## src/rtl/core/umtc_pkg.sv

```systemverilog
// ----------------------------------------------------------------------------
// umtc_pkg
// Shared types and codes for the up/down motor timeout controller.
// ----------------------------------------------------------------------------
package umtc_pkg;

    localparam int unsigned FLAG_W  = 9;
    localparam int unsigned COUNT_W = 18;
    localparam int unsigned STEP_W  = 16;
    localparam int unsigned CODE_W  = 2;

    localparam logic [STEP_W-1:0] STEP_RESET = 16'd30000;

    // external motor_mode codes
    localparam logic [CODE_W-1:0] MODE_CODE_STOP = 2'd0;
    localparam logic [CODE_W-1:0] MODE_CODE_UP   = 2'd1;
    localparam logic [CODE_W-1:0] MODE_CODE_DOWN = 2'd2;

    // item kinds
    localparam logic REQ_SAMPLE = 1'b0;
    localparam logic REQ_TICK   = 1'b1;

    typedef enum logic [2:0] {
        ST_STOP = 3'b001,
        ST_UP   = 3'b010,
        ST_DOWN = 3'b100
    } t_motor_state;

    typedef struct packed {
        logic               req_type;
        logic [FLAG_W-1:0]  first_reading;
        logic [FLAG_W-1:0]  second_reading;
    } t_item;

    typedef struct packed {
        logic [FLAG_W-1:0]  flags;
        t_motor_state       motor_mode;
        logic [COUNT_W-1:0] motor_elapsed;
        logic               screen_running;
        logic [COUNT_W-1:0] screen_elapsed;
    } t_state;

endpackage

```

## src/rtl/core/umtc_step.sv

```systemverilog
// ----------------------------------------------------------------------------
// umtc_step
// Next-state logic for one item: debounce, motor state machine, screen latch
// and the two timeout counters.
// ----------------------------------------------------------------------------
module umtc_step (
    input  umtc_pkg::t_item              i_item,
    input  umtc_pkg::t_state             i_state,
    input  logic [umtc_pkg::STEP_W-1:0]  i_step,
    output umtc_pkg::t_state             o_state
);
    import umtc_pkg::*;

    // (k+1) * step using shifts and one add
    function automatic logic [COUNT_W-1:0] limit_for(
        input logic [1:0]        k,
        input logic [STEP_W-1:0] step
    );
        logic [COUNT_W-1:0] one_x;
        logic [COUNT_W-1:0] two_x;
        logic [COUNT_W-1:0] res;
        one_x = {2'b00, step};
        two_x = {1'b0, step, 1'b0};
        case (k)
            2'd0:    res = one_x;
            2'd1:    res = two_x;
            2'd2:    res = one_x + two_x;
            default: res = {step, 2'b00};
        endcase
        return res;
    endfunction

    logic [FLAG_W-1:0]  diff;
    logic [4:0]         agree;
    logic [FLAG_W-1:0]  new_flags;
    logic               up, dn, scr, top, bot;
    logic [COUNT_W-1:0] motor_inc;
    logic [COUNT_W-1:0] screen_inc;
    logic [COUNT_W-1:0] motor_limit;
    logic [COUNT_W-1:0] screen_limit;
    t_motor_state       go_mode;
    logic               go, stop;

    always_comb begin
        diff      = i_item.first_reading ^ i_item.second_reading;
        agree     = ~diff[4:0];
        new_flags = i_state.flags;
        new_flags[4:0] = (i_state.flags[4:0] & ~agree) | (i_item.second_reading[4:0] & agree);
        // select group is taken only when all four bits are stable
        if (diff[8:5] == 4'd0) begin
            new_flags[8:5] = i_item.second_reading[8:5];
        end
        up  = new_flags[0];
        dn  = new_flags[1];
        scr = new_flags[2];
        top = new_flags[3];
        bot = new_flags[4];
    end

    always_comb begin
        motor_inc    = i_state.motor_elapsed + COUNT_W'(1);
        screen_inc   = i_state.screen_elapsed + COUNT_W'(1);
        motor_limit  = limit_for(i_state.flags[6:5], i_step);
        screen_limit = limit_for(i_state.flags[8:7], i_step);
    end

    // motor decision on a sample
    always_comb begin
        go      = 1'b0;
        stop    = 1'b0;
        go_mode = ST_UP;
        if (up && dn) begin
            stop = 1'b1;
        end else if (up) begin
            stop    = top;
            go      = !top;
            go_mode = ST_UP;
        end else if (dn) begin
            stop    = bot;
            go      = !bot;
            go_mode = ST_DOWN;
        end else begin
            unique case (i_state.motor_mode)
                ST_UP:   stop = top;
                ST_DOWN: stop = bot;
                ST_STOP: stop = 1'b1;
                default: stop = 1'b1;
            endcase
        end
    end

    always_comb begin
        o_state = i_state;
        if (i_item.req_type == REQ_TICK) begin
            if (i_state.motor_mode != ST_STOP) begin
                if (motor_inc >= motor_limit) begin
                    o_state.motor_mode    = ST_STOP;
                    o_state.motor_elapsed = '0;
                end else begin
                    o_state.motor_elapsed = motor_inc;
                end
            end
            if (i_state.screen_running) begin
                if (screen_inc >= screen_limit) begin
                    o_state.screen_running = 1'b0;
                    o_state.screen_elapsed = '0;
                end else begin
                    o_state.screen_elapsed = screen_inc;
                end
            end
        end else begin
            o_state.flags = new_flags;
            if (stop) begin
                o_state.motor_mode    = ST_STOP;
                o_state.motor_elapsed = '0;
            end else if (go && (i_state.motor_mode != go_mode)) begin
                // count restarts only on a change of direction
                o_state.motor_mode    = go_mode;
                o_state.motor_elapsed = '0;
            end
            if (scr && !i_state.screen_running) begin
                o_state.screen_running = 1'b1;
                o_state.screen_elapsed = '0;
            end
        end
    end

endmodule

```

## src/rtl/core/updown_motor_timeout_controller_top.sv

```systemverilog
// ----------------------------------------------------------------------------
// updown_motor_timeout_controller_top
// Up/down motor and screen motor controller with debounced inputs and
// millisecond run-time limits.
// ----------------------------------------------------------------------------
//  channel | direction | handshake                 | payload
//  in      | input     | i_in_valid / o_in_ready   | req_type, first/second reading
//  out     | output    | o_out_valid / i_out_ready | drive_up/down/screen, motor_mode
//  cfg     | input     | i_cfg_valid / o_cfg_ready | timeout_step_ticks
//
//  One item per cycle while the output is not stalled; an item passes the input
//  register, then the state update and result register in the same edge.
//  Synchronous active-low reset; step register resets to 30000 ticks.
//  A stalled output holds the result; the input register still takes a new
//  item when the result is taken in the same cycle.
// ----------------------------------------------------------------------------
module updown_motor_timeout_controller_top (
    input  logic                          i_clk,
    input  logic                          i_rst_n,
    input  logic                          i_in_valid,
    output logic                          o_in_ready,
    input  logic                          i_req_type,
    input  logic [umtc_pkg::FLAG_W-1:0]   i_first_reading,
    input  logic [umtc_pkg::FLAG_W-1:0]   i_second_reading,
    output logic                          o_out_valid,
    input  logic                          i_out_ready,
    output logic                          o_drive_up,
    output logic                          o_drive_down,
    output logic                          o_drive_screen,
    output logic [umtc_pkg::CODE_W-1:0]   o_motor_mode,
    input  logic                          i_cfg_valid,
    output logic                          o_cfg_ready,
    input  logic [umtc_pkg::STEP_W-1:0]   i_cfg_timeout_step_ticks
);
    import umtc_pkg::*;

    logic               r_in_valid;
    t_item              r_item;
    logic               r_out_valid;
    logic               r_drive_up, r_drive_down, r_drive_screen;
    logic [CODE_W-1:0]  r_motor_mode;
    t_state             r_state;
    t_state             n_state;
    logic [STEP_W-1:0]  r_step;
    logic               advance;
    logic [CODE_W-1:0]  n_code;

    assign advance     = r_in_valid && (!r_out_valid || i_out_ready);
    assign o_in_ready  = !r_in_valid || advance;
    assign o_cfg_ready = 1'b1;

    umtc_step u_step (
        .i_item  (r_item),
        .i_state (r_state),
        .i_step  (r_step),
        .o_state (n_state)
    );

    always_comb begin
        unique case (n_state.motor_mode)
            ST_UP:   n_code = MODE_CODE_UP;
            ST_DOWN: n_code = MODE_CODE_DOWN;
            ST_STOP: n_code = MODE_CODE_STOP;
            default: n_code = MODE_CODE_STOP;
        endcase
    end

    always_ff @(posedge i_clk) begin
        if (!i_rst_n) begin
            r_in_valid  <= 1'b0;
            r_out_valid <= 1'b0;
            r_step      <= STEP_RESET;
            r_state     <= '{flags: '0, motor_mode: ST_STOP, motor_elapsed: '0,
                             screen_running: 1'b0, screen_elapsed: '0};
        end else begin
            if (o_in_ready) begin
                r_in_valid <= i_in_valid;
            end
            if (advance) begin
                r_out_valid <= 1'b1;
                r_state     <= n_state;
            end else if (i_out_ready) begin
                r_out_valid <= 1'b0;
            end
            if (i_cfg_valid) begin
                r_step <= i_cfg_timeout_step_ticks;
            end
        end
    end

    always_ff @(posedge i_clk) begin
        if (o_in_ready && i_in_valid) begin
            r_item <= '{req_type: i_req_type, first_reading: i_first_reading,
                        second_reading: i_second_reading};
        end
        if (advance) begin
            r_drive_up     <= (n_state.motor_mode == ST_UP);
            r_drive_down   <= (n_state.motor_mode == ST_DOWN);
            r_drive_screen <= n_state.screen_running;
            r_motor_mode   <= n_code;
        end
    end

    assign o_out_valid    = r_out_valid;
    assign o_drive_up     = r_drive_up;
    assign o_drive_down   = r_drive_down;
    assign o_drive_screen = r_drive_screen;
    assign o_motor_mode   = r_motor_mode;

`ifndef SYNTHESIS
    a_drive_excl: assert property (@(posedge i_clk) disable iff (!i_rst_n)
        o_out_valid |-> !(o_drive_up && o_drive_down))
        else $error("both motor drives active");

    a_mode_code: assert property (@(posedge i_clk) disable iff (!i_rst_n)
        o_out_valid |-> (o_motor_mode == MODE_CODE_STOP || o_motor_mode == MODE_CODE_UP
                         || o_motor_mode == MODE_CODE_DOWN))
        else $error("bad motor mode code");

    a_motor_idle_count: assert property (@(posedge i_clk) disable iff (!i_rst_n)
        (r_state.motor_mode == ST_STOP) |-> (r_state.motor_elapsed == '0))
        else $error("stopped motor with nonzero count");

    a_screen_idle_count: assert property (@(posedge i_clk) disable iff (!i_rst_n)
        !r_state.screen_running |-> (r_state.screen_elapsed == '0))
        else $error("idle screen with nonzero count");
`endif

endmodule

```

## config.mk

```make
export PLATFORM = sky130hd
export DESIGN_NAME = updown_motor_timeout_controller_top
export DESIGN_NICKNAME = d
export VERILOG_FILES = /design/src/rtl/core/umtc_pkg.sv /design/src/rtl/core/umtc_step.sv /design/src/rtl/core/updown_motor_timeout_controller_top.sv
export SDC_FILE = /design/constraint.sdc
export NUM_CORES = 1
export LEC_CHECK = 0
export BUFFER_PORTS_ARGS = -buffer_cell sky130_fd_sc_hd__clkbuf_2
export CORE_ASPECT_RATIO = 1.5
export CORE_MARGIN = 5
export CORE_UTILIZATION = 35
export DETAILED_ROUTE_END_ITERATION = 7
export PLACE_DENSITY = 0.61
export SLEW_MARGIN = 30
export SYNTH_ARGS = -nofsm -noshare
export SYNTH_HDL_FRONTEND = slang
export SYNTH_SLANG_ARGS = --single-unit
```

## constraint.sdc

```tcl
create_clock -name i_clk -period 6.41 [get_ports i_clk]
set_input_delay 0.3205 -clock i_clk [delete_from_list [all_inputs] [get_ports i_clk]]
set_output_delay 0.3205 -clock i_clk [all_outputs]
set_load 0.01 [all_outputs]
```

==> impl_metrics.py <==
metrics = {
    "status": {
        "status": "finished, final reports clean",
    },
    "drt": {
        "via_per_inst": 5.270,
        "via_count": 5444,
        "drc_errors": 0,
        "postRouteAntennaNets": 0,
        "drt_iter0_drc": 289,
        "totalWireLength_um": 15430,
        "drt-pass1-iter-count": 7,
        "wire_per_inst_um": 14.94,
    },
    "clocking": {
        "cts_root_buf": "clkbuf_16",
        "cts_num_sinks": 90,
        "htree_levels": 3,
        "cts_inserted_buffers": 9,
        "insertion_delay_ns": 0.36,
        "tritoncts": "yes",
        "cts_resized": 0,
        "ctsHoldBuffers": 0,
        "clk_pin_slew_worst_paths_ns": 0.07,
        "clockBufferDepth": 2,
        "post_cts_buffers": 0,
    },
    "placement": {
        "dp.final_hpwl_um": 11730,
        "pre_cts_slack_ns": 2.008,
        "portBuffers": 46,
        "gp_congestion": 0.8042,
    },
    "finish": {
        "multi_input_area_mm2": 0.004145,
        "finalNetCount": 871,
        "syn_to_final_growth_pct": 11.77,
        "register_area_mm2": 0.002032,
        "diodes": 0,
        "drive_gt1_share_pct": 12.93,
        "fill_cells": 1896,
    },
    "floorplanning": {
        "die_w_um": 121.1,
        "core_mm2": 0.01839,
        "die_h_um": 176.7,
        "rows": 61,
        "dieArea_mm2": 0.02140,
        "io-pin-count": 48,
        "initial_core_util_pct": 35.25,
    },
    "power": {
        "seqPwrFrac_pct": 44.9,
        "p_int_w": 0.001009,
        "pwr-share-clk_pct": 40.4,
        "pwr-share-comb_pct": 14.7,
        "max-vdd-ir-drop_v": 0.0001093,
        "p_sw_share_pct": 27.19,
        "p_leak_nw": 2.963,
        "power.density_mw_per_mm2": 191.1,
        "p_switching_w": 0.0003766,
    },
    "job": {
        "max-cap-violations": 0,
    },
    "yosys": {
        "ys_warn_count": 0,
        "synth_fp_nets": 842,
        "synth.area.top_cells": "dfxtp_1 (21%), edfxtp_1 (11%), ha_1 (10%), nand2_1 (4.7%), a21oi_1 (4.3%)",
        "yosysMostFrequentCell": "nand2_1",
        "synth_top_cell_area_share_pct": 20.69,
        "ys_ff_latch": 90,
        "syn_avg_cell_area_um2": 8.680,
        "ys_types": 68,
        "syn_inst": 747,
        "synth_ff_type": "dfxtp_1",
        "yosys.area.top_type": "dfxtp_1",
        "synth_edf_count": 23,
        "ys_seq_area_share_pct": 31.34,
        "netlist_area_mm2": 0.006484,
        "async_reset_ff_share_pct": 0,
        "synth_commonest_cells": "nand2_1 (81), dfxtp_1 (67), a21oi_1 (56)",
    },
    "sta": {
        "final.setup.tns_ns": 0,
        "skew_ns": 0.009989,
        "slew_headroom_pct": 40.31,
        "fin_crit_sh_pct": 69.44,
        "fin_ws_ns": 1.959,
        "finalMaxSlewViolations": 0,
        "tightest_slew_ns": 0.8936,
        "fmax_mhz": 224.7,
        "rsz0062_at_grt": "no",
        "finalHoldViolations": 0,
        "setup_violations": 0,
        "finalCriticalPeriod_ns": 4.451,
    },
    "grt": {
        "overflow": 0,
        "grt_pass1_vias": 5410,
        "grt_max_degree": 59,
        "antenna_found_initial": 0,
        "grt_pass1_wl_um": 25760,
        "grt_usage_pct": 14.93,
    },
    "worst_setup_path": {
        "cp.arrival_ns": 4.73,
        "cp-end-kind": "register",
        "critPathSlowestCell": "dfxtp_1",
        "crit_chain": "ha_1 > inv_1 > fa_1 > nor2b_1 > o31ai_1 > a21oi_1 > a41oi_1 > a21o_1 > o21ai_0 > xnor2_1 > a21oi_1 > ha_1 > a21oi_1 > nor2b_1 > o21ai_0 > nand3b_1 > nor4b_2 > buf_4 > nand2_1 > o22ai_1",
        "crit_type": "register to register",
        "crit_path_frequent_cell": "a21oi_1",
        "max_stage_delay_ns": 0.41,
        "start_kind": "register",
        "required_ns": 6.69,
        "crit_fanout": 21,
    },
    "min_path": {
        "hp-class": "input port to register",
    },
}
## final timing paths
path | startpoint | cells after the start | slack (ns) | to
hold reg to reg | r_state[16] | 2 | 0.45 | r_state[16]
setup reg to reg | r_step[0] | 20 | 1.96 | r_state[21]
hold / removal | i_first_reading[2] | 1 | 0.13 | r_item[11]
setup / recovery | r_step[0] | 20 | 1.96 | r_state[21]
## layer usage
layer / share of wire, % / GRT usage, %
met5: 0 / 0
met4: 2.6 / 5.327
met3: 2.9 / 2.686
met2: 53 / 27.63
met1: 41 / 17.00
## logic make-up after synthesis
family | synth area share, %
xor+xnor | 5.944
simple gates | 19.63
compound gates | 18.85
other cells | 0.05784
mux | 7.796
fa+ha+maj | 11.56
flops | 31.34
buf+inv | 4.824
## layout by cell type (no fill, tap or decap), types with 4 or more instances in the layout
master     instances
o211ai_1           6
nor2_1            50
a21o_1            13
nor3_1            12
edfxtp_1          23
nor2b_1           24
a21boi_0           5
nand3_1           23
xnor2_1           29
nand2b_1          17
nand2_1           81
buf_4              8
xor2_1            15
and3_1             4
mux4_2            12
and4b_1            5
and2_1             5
clkbuf_16          9
a21oi_1           56
nand4_1           19
mux2_2             4
inv_1             40
a32o_1            10
clkbuf_2          46
o22ai_1            5
o21a_1             6
dfxtp_1           67
a211oi_1          16
mux2i_1           19
ha_1              54
o21ai_0           38
## per-stage QoR
stage | instance area, µm² | utilization [%] | total power [W] | hold slack [ns] | instances
final | 7247 | 39.40 | 0.001385 | 0.1334 | 1033
after global placement | 6937 | 37.71 | 0.0008370 | 0.4284 | 1017
after floorplan | 6484 | - | 0.0007845 | 0.4156 | 747
after CTS | 7247 | 39.40 | 0.001401 | 0.1266 | 1033
after global routing | 7247 | 39.40 | 0.001456 | 0.1183 | 1033
after detailed placement | 6937 | 37.71 | 0.0008390 | 0.4355 | 1017
## critical path: cells and delay by family (launching register included)
family | cells | cell delay (ns)
flip-flops | 1 | 0.41
XOR/XNOR | 1 | 0.15
adder cells (fa/ha/maj) | 3 | 0.89
AND/OR/NAND/NOR | 5 | 0.81
AO/OA/AOI/OAI | 9 | 1.76
buffers and inverters | 2 | 0.35
## layout make-up
class | count | area share, %
Multi-Input combinational cell | 580 | 57.20
Clock inverter | 6 | 0.9841
Timing Repair Buffer | 54 | 4.006
Tap cell | 252 | 4.351
Clock buffer | 10 | 3.298
Sequential cell | 90 | 28.04
Inverter | 41 | 2.124
## state kept, by name, indices dropped and copies added, names as in the netlist
name and cells:
o_motor_mode 1, o_out_valid 1, r_in_valid 1, o_drive_screen 1, o_drive_up 1, o_drive_down 1, r_step 16, r_item 19
r_state 49
## power by group through the flow
stage,registers [W],clock network [W],logic (W)
floorplan,0.000627,0,0.000158
global placement,0.000634,0,0.000203
detailed placement,0.000634,0,0.000205
CTS,0.000621,0.000574,0.000206
global route,0.000624,0.000601,0.000231
finish,0.000622,0.000560,0.000204
Power figures use the tool's default switching activity.
